[src/rtl/kesp_pkg.sv]
// Shared widths and character codes for the key escape sequence parser.
`timescale 1ns / 1ps
package kesp_pkg;

  localparam int ByteW = 8;
  localparam int SymW  = 24;

  localparam logic [ByteW-1:0] ChEsc   = 8'd31;
  localparam logic [ByteW-1:0] ChN     = 8'h4E;
  localparam logic [ByteW-1:0] ChS     = 8'h53;
  localparam logic [ByteW-1:0] ChO     = 8'h4F;
  localparam logic [ByteW-1:0] ChK     = 8'h4B;
  localparam logic [ByteW-1:0] ChUnder = 8'h5F;
  localparam logic [ByteW-1:0] ChCr    = 8'd13;
  localparam logic [ByteW-1:0] Ch0     = 8'h30;
  localparam logic [ByteW-1:0] Ch9     = 8'h39;
  localparam logic [ByteW-1:0] ChA     = 8'h41;
  localparam logic [ByteW-1:0] ChF     = 8'h46;

  typedef struct packed {
    logic             last;
    logic [ByteW-1:0] data;
  } kesp_item_t;

endpackage

[src/rtl/key_escape_sequence_parser_unit.sv]
// Top level of the key escape sequence parser.
// The last byte of a message is held in the byte register; the result is registered when the parser takes it.
// Throughput: one byte per cycle; only a last byte waits in the byte register, and only
// while the result register is full and not taken.
// Reset: synchronous rst empties both registers and returns the parser to the
// start of a message.
`timescale 1ns / 1ps
module key_escape_sequence_parser_unit
  import kesp_pkg::*;
#(
  parameter int MAX_HEX_DIGITS = 6
) (
  input  logic            clk,
  input  logic            rst,
  input  logic            in_valid,
  output logic            in_ready,
  input  logic [ByteW-1:0] data_byte,
  input  logic            end_of_message,
  output logic            out_valid,
  input  logic            out_ready,
  output logic            symbol_valid,
  output logic [SymW-1:0] symbol
);

  logic       item_valid;
  logic       item_take;
  kesp_item_t item;

  kesp_in_reg u_in_reg (
    .clk            (clk),
    .rst            (rst),
    .in_valid       (in_valid),
    .in_ready       (in_ready),
    .data_byte      (data_byte),
    .end_of_message (end_of_message),
    .item_valid     (item_valid),
    .item           (item),
    .item_take      (item_take)
  );

  kesp_parser #(
    .MAX_HEX_DIGITS (MAX_HEX_DIGITS)
  ) u_parser (
    .clk          (clk),
    .rst          (rst),
    .item_valid   (item_valid),
    .item         (item),
    .item_take    (item_take),
    .out_valid    (out_valid),
    .out_ready    (out_ready),
    .symbol_valid (symbol_valid),
    .symbol       (symbol)
  );

endmodule

[src/rtl/kesp_in_reg.sv]
// Input register stage that holds one byte transaction ahead of the parser.
`timescale 1ns / 1ps
module kesp_in_reg
  import kesp_pkg::*;
(
  input  logic             clk,
  input  logic             rst,
  input  logic             in_valid,
  output logic             in_ready,
  input  logic [ByteW-1:0] data_byte,
  input  logic             end_of_message,
  output logic             item_valid,
  output kesp_item_t       item,
  input  logic             item_take
);

  logic       held;
  kesp_item_t held_item;

  assign in_ready   = !held || item_take;
  assign item_valid = held;
  assign item       = held_item;

  always_ff @(posedge clk) begin
    if (rst) begin
      held <= 1'b0;
    end else if (in_ready) begin
      held <= in_valid;
    end
    if (in_valid && in_ready) begin
      held_item.data <= data_byte;
      held_item.last <= end_of_message;
    end
  end

endmodule

[src/rtl/kesp_parser.sv]
// Parse state, digit accumulator and the result register.
`timescale 1ns / 1ps
module kesp_parser
  import kesp_pkg::*;
#(
  parameter int MAX_HEX_DIGITS = 6
) (
  input  logic            clk,
  input  logic            rst,
  input  logic            item_valid,
  input  kesp_item_t      item,
  output logic            item_take,
  output logic            out_valid,
  input  logic            out_ready,
  output logic            symbol_valid,
  output logic [SymW-1:0] symbol
);

  localparam int CntW = $clog2(MAX_HEX_DIGITS + 1);

  typedef enum logic [2:0] {
    PH_FIRST,
    PH_MODS,
    PH_AFTERK,
    PH_DIGITS,
    PH_DONE,
    PH_ERROR
  } phase_t;

  phase_t          phase, phase_next;
  logic [SymW-1:0] acc, acc_next;
  logic [CntW-1:0] count, count_next;
  logic            is_hex;
  logic [3:0]      hex_val;
  logic [ByteW-1:0] c;

  assign c = item.data;
  assign item_take = item_valid && (!item.last || !out_valid || out_ready);

  always_comb begin
    is_hex  = 1'b0;
    hex_val = 4'd0;
    if (c >= Ch0 && c <= Ch9) begin
      is_hex  = 1'b1;
      hex_val = 4'(c - Ch0);
    end else if (c >= ChA && c <= ChF) begin
      is_hex  = 1'b1;
      hex_val = 4'(c - ChA + 8'd10);
    end
  end

  always_comb begin
    phase_next = phase;
    acc_next   = acc;
    count_next = count;
    case (phase)
      PH_FIRST: begin
        phase_next = (c == ChEsc) ? PH_MODS : PH_ERROR;
      end
      PH_MODS: begin
        if (c == ChN || c == ChS || c == ChO) begin
          phase_next = PH_MODS;
        end else if (c == ChK) begin
          phase_next = PH_AFTERK;
        end else if (c == ChUnder) begin
          phase_next = PH_DIGITS;
        end else begin
          phase_next = PH_ERROR;
        end
      end
      PH_AFTERK: begin
        phase_next = (c == ChUnder) ? PH_DIGITS : PH_ERROR;
      end
      PH_DIGITS: begin
        if (c == ChCr) begin
          phase_next = (count != '0) ? PH_DONE : PH_ERROR;
        end else if (!is_hex || count >= CntW'(MAX_HEX_DIGITS)) begin
          phase_next = PH_ERROR;
        end else begin
          count_next = count + 1'b1;
          acc_next   = {acc[SymW-5:0], hex_val};
        end
      end
      PH_DONE: begin
        phase_next = PH_DONE;
      end
      default: begin
        phase_next = PH_ERROR;
      end
    endcase
  end

  always_ff @(posedge clk) begin
    if (rst) begin
      phase     <= PH_FIRST;
      acc       <= '0;
      count     <= '0;
      out_valid <= 1'b0;
    end else begin
      if (item_take && item.last) begin
        out_valid <= 1'b1;
      end else if (out_ready) begin
        out_valid <= 1'b0;
      end
      if (item_take) begin
        if (item.last) begin
          phase     <= PH_FIRST;
          acc       <= '0;
          count     <= '0;
          if (phase == PH_FIRST) begin
            symbol_valid <= 1'b1;
            symbol       <= SymW'(c);
          end else if (phase_next == PH_DONE) begin
            symbol_valid <= 1'b1;
            symbol       <= acc_next;
          end else begin
            symbol_valid <= 1'b0;
            symbol       <= '0;
          end
        end else begin
          phase <= phase_next;
          acc   <= acc_next;
          count <= count_next;
        end
      end
    end
  end

endmodule

[config.mk]
export PLATFORM = sky130hd
export DESIGN_NAME = key_escape_sequence_parser_unit
export DESIGN_NICKNAME = d
export VERILOG_FILES = /design/src/rtl/kesp_pkg.sv /design/src/rtl/key_escape_sequence_parser_unit.sv /design/src/rtl/kesp_in_reg.sv /design/src/rtl/kesp_parser.sv
export SDC_FILE = /design/constraint.sdc
export NUM_CORES = 1
export LEC_CHECK = 0
export ABC_AREA = 1
export BUFFER_PORTS_ARGS = -buffer_cell sky130_fd_sc_hd__buf_2
export CORE_MARGIN = 3
export CORE_UTILIZATION = 25
export CTS_BUF_LIST = sky130_fd_sc_hd__clkbuf_4
export DETAILED_ROUTE_END_ITERATION = 7
export HOLD_SLACK_MARGIN = 0.08
export PLACE_DENSITY_LB_ADDON = 0.3
export REMOVE_ABC_BUFFERS = 1
export SLEW_MARGIN = 20
export SYNTH_ARGS = -nofsm -noshare
export SYNTH_HDL_FRONTEND = slang
export SYNTH_SLANG_ARGS = --single-unit
[constraint.sdc]
create_clock -name clk -period 2.85 [get_ports clk]
set_clock_uncertainty 0.15 [all_clocks]
set_input_delay 0.4275 -clock clk [delete_from_list [all_inputs] [get_ports clk]]
set_output_delay 0.4275 -clock clk [all_outputs]
set_load 0.02 [all_outputs]
==> run metrics, run 1 <==
initial antenna violation count 0; synth top area cells edfxtp_1 31%, dfxtp_1 19%, nand2_1 14%; CTS sink cnt 66; RSZ-0062 raised after global routing no; slew margin rel. 75.3%; status complete, no violations; placed cells 626; pin count of the biggest net entering global routing 33; Final Hold Fails 0; GRT Overall Usage 11.6%; Worst EP required 2870 ps; Syn Std Cell Area 3340 µm²; switching power 484 µW; syn_area_per_cell 7.84 µm²; total CTS buffers 9; Initial Utilization 26.0%; Crit. End Element flop; fin crit period 2610 ps; ANT nets after route 0; f_max 383 MHz; met2 usage 19.7%; Clk pwr share 34.9%; most frequent cells in the layout 126 x nand2_1, 47 x inv_1, 39 x buf_2, 38 x nor2_1; Clk Latency, worst-skew pair 420 ps; vias in the first global route 2854; Via density 4.53; pre-CTS setup slack 218 ps; Die Footprint 14800 µm²; DRT Wirelength 8.18 mm; Die Y 122 µm; CTS H-tree lvls 3; sequential fraction of the synthesis area 49.8%; Net Sw Frac 26.7%; drt first pass iters 4; Worst Path Class, Setup flop to flop; share of cells above drive strength 1 15.9%; worst reg-to-reg setup slack 240 ps; first-pass GRT wire length 13.4 mm; total chip power 1810 µW; yosys warns 0; ant diodes 0; area grow syn2layout 18.4%; Core Area 12800 µm²; Cell Int Power 1330 µW; Die Wd 122 µm; I/O Buffers 39; # setup viols final 0; CTS tree built; clk slew on worst S/H paths 120 ps; Synth area leader edfxtp_1; Max-cap violations 0; Comb pwr share 8.3%; final core occ 30.8%; met1 Resource Use GR 13.6%; # fillers 1383; most common cell after layout, fill and taps aside nand2_1; Power Dens Cells 458 nW/µm²; Routability Congestion 0.905; final worst slack 238 ps; WP data arrival 2630 ps; met3 Use GR 3.34%; Syn Inst Count 426; Yosys top cell area share 30.6%; Worst-Margin Slew 371 ps; routed len/inst 12.6 µm; Netlist cell types 26; Slew Viols, Final 0; hold_ws 114 ps; via count 2950; CTS max path bufs 2; Worst Path Max Fanout 24; synthesis-stage register bit count 66; Critical Path Start Type flop; DP Wirelength 5.54 mm; drc violations 0; Lkg Pwr 0.00149 µW; std cell rows 41; initial DRC count 189; fin nets 494; Clock Tree Root clkbuf_4; peak supply drop 0.218 mV; postcts setup bufs 0; global route hottest layer met2; final critical-path share of the clock period 91.7%; total gr overflow 0; Hold Path Class input pin to flop; non-filler cells, final 651; register share of total power 56.8%; I/O Pins 40
[cells by family after synthesis]
family,share of synthesized area (%)
AOI/OAI and AO/OA,7.19
xor gates and xnor gates,0.525
adders and majority gates,2.62
buffers and inverters,8.73
DFF,49.8
and+or+nand+nor,31.2
[path summary, 6_finish.rpt]
check | to | cells after the start | start
worst max-delay path | u_parser.symbol[1]$_DFFE_PP_ | 10 | u_in_reg.item[1]$_DFFE_PP_
worst min-delay path | u_in_reg.item_valid$_SDFFE_PP0N_ | 3 | in_valid
worst max register to register | u_parser.symbol[1]$_DFFE_PP_ | 10 | u_in_reg.item[1]$_DFFE_PP_
worst min register to register | u_parser.acc[22]$_SDFFE_PP0P_ | 2 | u_parser.acc[22]$_SDFFE_PP0P_
[state kept, by name, indices dropped and copies added (netlist names)]
signal / flops
u_parser.acc: 24
u_parser.out_valid: 1
u_in_reg.item: 9
u_parser.phase: 3
u_in_reg.item_valid: 1
u_parser.count: 3
u_parser.symbol: 24
u_parser.symbol_valid: 1
[stage by stage]
stage / TNS (ps) / instance area (µm²)
finish: 0 / 3950
detailed placement: 0 / 3720
global route: 0 / 3950
CTS: 0 / 3950
global placement: 0 / 3720
floorplan: -15150 / 3240
[per-layer routing]
metal	up-vias	routed length, µm	share of wire, %
li1	1506	-	-
met1	1381	3660	45
met2	51	4000	49
met3	12	364	4.5
met4	0	147	1.8
met5	-	0	0
[synth_stat cells]
master / count
a21oi_1: 34
a41oi_1: 1
buf_2: 5
buf_4: 2
buf_6: 2
clkbuf_1: 11
dfxtp_1: 32
edfxtp_1: 34
ha_1: 7
inv_1: 47
inv_2: 3
nand2_1: 126
nand2_2: 1
nand2_4: 1
nand3_1: 30
nand3_2: 2
nand3_4: 1
nand3b_1: 1
nand4_1: 27
nor2_1: 38
nor2_2: 3
nor3_1: 5
o21ai_0: 5
o21ai_1: 1
o22ai_1: 5
xor2_1: 2
[area by class of cell]
cell class                      instances  area, µm²  share of cell area (%)
Multi-Input combinational cell        290       1400                    35.4
Sequential cell                        66       1660                    42.0
Clock inverter                          7       70.1                    1.77
Tap cell                              172        215                    5.44
Inverter                               50        188                    4.75
Timing Repair Buffer                   57        353                    8.92
Clock buffer                            9       67.6                    1.71
[power groups by stage]
stage / registers (µW) / clock network (µW) / logic [µW]
detailed placement: 1050 / 0 / 141
global route: 1030 / 689 / 167
global placement: 1050 / 0 / 139
finish: 1030 / 633 / 151
CTS: 1030 / 655 / 150
floorplan: 1060 / 0 / 71.0
[timing repair]
item                                   CTS  global route
endpoints found under the hold margin    9             0
resized for setup                        0             1
hold buffers                             9             0
setup endpoints to repair                0             1
[critical path, cell delays in order (launching register included)]
cell and delay [ps]:
edfxtp_1 490, inv_1 140, ha_1 220, nand3b_1 210, nand3_2 170, nand2_4 290
nand2_1 170, nor2_1 220, nand2_1 100, nand2_1 80, o22ai_1 80
Note: power is estimated with default switching activity, not from simulation.
==> run 2: changes to the inputs <==
--- a/config.mk
+++ b/config.mk
@@ -9,7 +9,7 @@
 export BUFFER_PORTS_ARGS = -buffer_cell sky130_fd_sc_hd__buf_2
 export CORE_MARGIN = 3
 export CORE_UTILIZATION = 25
-export CTS_BUF_LIST = sky130_fd_sc_hd__clkbuf_4
+export CTS_BUF_LIST = sky130_fd_sc_hd__clkbuf_4 sky130_fd_sc_hd__clkbuf_8 sky130_fd_sc_hd__clkbuf_16
 export DETAILED_ROUTE_END_ITERATION = 7
 export HOLD_SLACK_MARGIN = 0.08
 export PLACE_DENSITY_LB_ADDON = 0.3
@@ -17,4 +17,5 @@
 export SLEW_MARGIN = 20
 export SYNTH_ARGS = -nofsm -noshare
 export SYNTH_HDL_FRONTEND = slang
+export SYNTH_HIERARCHICAL = 1
 export SYNTH_SLANG_ARGS = --single-unit
==> run 2 against run 1 <==
  * Fmax increased by 1.1%
  * Synthesized area increased by 1.8%
  * Clock power increased by 63%
  * Die area increased by 1.7%
  * Largest cell class unchanged
==> run metrics, run 2 <==
status complete, no violations; R2R cell count 11; Worst-Margin Slew 495 ps; GRT Overall Usage 11.5%; cts hold-fix bufs 0; main flop type after synthesis edfxtp_1; commonest cells in the netlist 106 x nand2_1, 49 x inv_1, 44 x nand3_1, 35 x a21oi_1, 34 x edfxtp_1; slew margin rel. 66.8%; Final Hold Fails 0; multi-input logic area 1430 µm²; mux cell area share after synthesis 0%; Worst EP required 2780 ps; first-pass GRT wire length 13.6 mm; Synth Area in Compound Gates 7.73%; CTS H-tree lvls 3; # setup viols final 0; fin crit period 2580 ps; Clock Tree Root clkbuf_16; DP Wirelength 5.56 mm; Post-synth EDFFs 34; synth top area cells edfxtp_1 30%, dfxtp_1 19%, nand2_1 12%; # fillers 1367; area grow syn2layout 20.1%; ant diodes 0; peak supply drop 0.224 mV; fin nets 486; Via density 4.50; Routability Congestion 0.846; WP data arrival 2510 ps; PostCTS Resize Cnt 0; CTS tree built; DRT Wirelength 8.07 mm; Syn Std Cell Area 3400 µm²; drt first pass iters 4; Worst Setup EP u_parser/symbol[16]$_SDFFCE_PP0P_; most frequent cells in the layout 106 x nand2_1, 49 x inv_1, 44 x nand3_1, 39 x buf_2, 35 x a21oi_1; Hold Path Class input pin to flop; worst reg-to-reg setup slack 270 ps; Worst Path Max Fanout 24; Critical Path Start Type flop; final critical-path share of the clock period 90.7%; most common cell after layout, fill and taps aside nand2_1; Synth Area in Simple Gates 31.4%; routed len/inst 12.6 µm; total gr overflow 0; Initial Utilization 26.2%; pin count of the biggest net entering global routing 32; Yosys top cell area share 30.0%; R2R Path End u_parser/symbol[16]$_SDFFCE_PP0P_; Synth area leader edfxtp_1; Netlist cell types 31; Worst Path Class, Setup flop to flop; Syn Inst Count 422; ys async rst share 0%; XOR/XNOR share of the synthesized area 0.258%; final core occ 31.4%; I/O Buffers 39; Power Dens Cells 549 nW/µm²; synthesis-stage register bit count 66; Sum Neg Setup Slack 0 ps; Slew Viols, Final 0; total CTS buffers 9; share of cells above drive strength 1 20.6%; reg2reg start u_in_reg/item[0]$_DFFE_PP_; syn_area_per_cell 8.06 µm²; Crit. End Element flop; most frequent cell after synthesis nand2_1; Die Wd 123 µm; sequential fraction of the synthesis area 48.9%; initial DRC count 197; CTS max path bufs 2; I/O Pins 40; CTS sink cnt 66; ANT nets after route 0; Adder-Cell Fraction of Synth Area 2.58%; vias in the first global route 2910; clk slew on worst S/H paths 60 ps; Die Footprint 15000 µm²; f_max 387 MHz; Worst Setup SP u_in_reg/item[0]$_DFFE_PP_; largest family of logic cells by synthesized area simple AND/OR/NAND/NOR gates; RSZ-0062 raised after global routing no; Lkg Pwr 0.00162 µW; Clk Latency, worst-skew pair 330 ps; yosys warns 6; Core Area 13000 µm²; std cell rows 41; drc violations 0; initial antenna violation count 0; Reg area 1660 µm²; Max-cap violations 0; Die Y 123 µm; via count 2896; postcts setup bufs 0
-- run 2: worst min path at each step --
| stage | to | slack, ps | cells after the start | start |
|---|---|---|---|---|
| floorplan | u_parser/acc[10]$_SDFFE_PP0P_ | 290 | 2 | u_parser/acc[10]$_SDFFE_PP0P_ |
| global placement | u_parser/acc[17]$_SDFFE_PP0P_ | 300 | 2 | u_parser/acc[17]$_SDFFE_PP0P_ |
| detailed placement | u_parser/acc[22]$_SDFFE_PP0P_ | 310 | 2 | u_parser/acc[22]$_SDFFE_PP0P_ |
| CTS | u_in_reg/item[3]$_DFFE_PP_ | 110 | 1 | data_byte[3] |
| global route | u_in_reg/item[2]$_DFFE_PP_ | 120 | 1 | data_byte[2] |
| finish | u_in_reg/item[3]$_DFFE_PP_ | 120 | 1 | data_byte[3] |
-- run 2: logic make-up after synthesis --
group                      count (synthesis)
adders and majority gates                  7
AOI/OAI and AO/OA                         50
buffers and inverters                     74
DFF                                       66
xor gates and xnor gates                   1
and+or+nand+nor                          224
-- run 2: worst max-delay path, stage by stage (launching register included) --
cell,delay (ps)
edfxtp_1,470
inv_1,150
ha_1,180
inv_1,70
nand3b_1,130
nand3_4,140
nand2_4,260
nand3_4,250
nand2_4,170
nor2_8,60
inv_4,200
nor2_1,70
-- run 2: power breakdown --
group / internal (µW) / switching (µW) / leakage (µW)
Sequential: 1020 / 14.0 / 0.000581
Combinational: 49.0 / 123 / 0.000908
Clock: 611 / 422 / 0.000131
Total: 1680 / 559 / 0.00162
-- run 2: area by class of cell --
type	count	share of cell area, %
repair buffers	50	6.81
well taps	172	5.27
clock inverters	6	1.01
multi-input cells	282	35.0
inverters	57	5.30
flip-flops and latches	66	40.7
clock buffers	10	5.86
-- run 2: metrics by stage --
| stage | instances | area (µm²) | power (µW) | hold slack [ps] | setup slack [ps] |
|---|---|---|---|---|---|
| floorplan | 405 | 3310 | 1160 | 289 | 115 |
| global placement | 627 | 3800 | 1220 | 302 | 388 |
| detailed placement | 627 | 3800 | 1230 | 305 | 270 |
| CTS | 643 | 4080 | 2260 | 112 | 262 |
| global route | 643 | 4080 | 2330 | 118 | 43.5 |
| finish | 643 | 4080 | 2240 | 121 | 266 |
-- run 2: metal layers --
metal,track usage [%],vias to the layer above,wire length (µm)
li1,-,1476,-
met3,2.40,10,438
met4,5.18,0,145
met1,14.9,1341,3800
met5,0,-,0
met2,18.5,69,3690
==> run 3: changes to the inputs <==
--- a/config.mk
+++ b/config.mk
@@ -12,7 +12,7 @@
 export CTS_BUF_LIST = sky130_fd_sc_hd__clkbuf_4 sky130_fd_sc_hd__clkbuf_8 sky130_fd_sc_hd__clkbuf_16
 export DETAILED_ROUTE_END_ITERATION = 7
 export HOLD_SLACK_MARGIN = 0.08
-export PLACE_DENSITY_LB_ADDON = 0.3
+export PLACE_DENSITY_LB_ADDON = 0.15
 export REMOVE_ABC_BUFFERS = 1
 export SLEW_MARGIN = 20
 export SYNTH_ARGS = -nofsm -noshare
==> run 3 against run 2 <==
  * Die area unchanged
  * Worst hold slack better by 2.3 ps
  * Sequential power about the same
  * Utilization up 0.16 points
  * Largest cell class unchanged
  * Highest routed layer unchanged
==> run metrics, run 3 (same netlist as run 2, synthesis figures left out) <==
std cell rows 41; pre-CTS setup slack 566 ps; fin crit period 2280 ps; # setup viols final 0; DRT Wirelength 8.40 mm; final core occ 31.6%; Crit. End Element flop; peak supply drop 0.227 mV; R2R cell count 9; CTS sink cnt 66; routed len/inst 13.1 µm; Hold Path Class input pin to flop; I/O Buffers 39; Worst Path Max Fanout 23; clk slew on worst S/H paths 50 ps; cts hold-fix bufs 0; most common cell after layout, fill and taps aside nand2_1; Reg area 1660 µm²; WP data arrival 2200 ps; RSZ-0062 raised after global routing no; Initial Utilization 26.2%; Via density 4.44; f_max 438 MHz; multi-input logic area 1430 µm²; most frequent cells in the layout 106 x nand2_1, 49 x inv_1, 44 x nand3_1, 39 x buf_2, 35 x a21oi_1; postcts setup bufs 0; I/O Pins 40; status complete, no violations; Slew Viols, Final 0; initial antenna violation count 0; total CTS buffers 9; hold depth 1; ANT nets after route 0; Power Dens Cells 554 nW/µm²; Worst EP required 2770 ps; Die Footprint 15000 µm²; Die Y 123 µm; Worst Path Class, Setup flop to flop; ant diodes 0; worst reg-to-reg setup slack 570 ps; total gr overflow 0; CTS max path bufs 2; drt first pass iters 4; Routability Congestion 0.817; final critical-path share of the clock period 80.1%; area grow syn2layout 20.7%; drc violations 0; PostCTS Resize Cnt 0; share of cells above drive strength 1 20.6%; Final Hold Fails 0; DP Wirelength 5.61 mm; CTS tree built; Max-cap violations 0; Clock Tree Root clkbuf_16; via count 2852; vias in the first global route 2802; # fillers 1362; GRT Overall Usage 11.9%; Sum Neg Setup Slack 0 ps; reg2reg start u_in_reg/item[1]$_DFFE_PP_; slew margin rel. 65.7%; initial DRC count 203; hold path start data_byte[6]; final worst slack 568 ps; first-pass GRT wire length 13.9 mm; Die Wd 123 µm; Lkg Pwr 0.00164 µW; R2R Path End u_parser/symbol[5]$_DFFE_PP_; Core Area 13000 µm²; hold path endpoint u_in_reg/item[6]$_DFFE_PP_; CTS H-tree lvls 3; fin nets 486; Worst-Margin Slew 510 ps; pin count of the biggest net entering global routing 29; Critical Path Start Type flop; Clk Latency, worst-skew pair 330 ps
## run 3: per-layer routing
layer  GRT usage (%)  wire [µm]
met5               0          0
met1            15.7       4030
met2            18.8       3970
met4            4.76         86
met3            3.00        318
## run 3: per-stage QoR
step	total power (µW)	cell area (µm²)	hold slack, ps	instances
5_1_grt	2380	4100	109	643
4_1_cts	2310	4100	107	643
2_1_floorplan	1160	3310	289	405
3_5_place_dp	1230	3810	307	627
3_3_place_gp	1230	3810	301	627
6_report	2270	4100	123	643
## run 3: worst max path at each step
stage | startpoint | end | depth (start not counted)
final | u_in_reg/item[1]$_DFFE_PP_ | u_parser/symbol[5]$_DFFE_PP_ | 9
after global routing | u_in_reg/item[1]$_DFFE_PP_ | u_parser/symbol[6]$_DFFE_PP_ | 9
after detailed placement | u_in_reg/item[1]$_DFFE_PP_ | u_parser/symbol[5]$_DFFE_PP_ | 9
after global placement | u_in_reg/item[0]$_DFFE_PP_ | u_parser/symbol[6]$_DFFE_PP_ | 11
after floorplan | u_parser/count[0]$_SDFFE_PP0P_ | u_parser/symbol[16]$_SDFFCE_PP0P_ | 8
after CTS | u_in_reg/item[1]$_DFFE_PP_ | u_parser/symbol[5]$_DFFE_PP_ | 9
## run 3: critical path, cell delays in order (launching register included)
cell	delay (ps)
edfxtp_1	440
inv_1	130
ha_1	230
nand3b_1	180
nand3_4	130
nand2_4	100
buf_4	280
nand4_1	150
nand3_1	130
o21ai_0	90
## run 3: power by group
group          switching, µW  internal [µW]  total, µW
Sequential              13.4           1020       1030
Clock                    406            659       1060
Combinational            125           50.1        175
## run 3: cell type report
class / instances / share of cell area (%)
clock buffers: 12 / 6.47
clock inverters: 4 / 0.579
inverters: 57 / 5.28
multi-input cells: 282 / 34.9
flip-flops and latches: 66 / 40.5
well taps: 172 / 5.25
repair buffers: 50 / 7.08
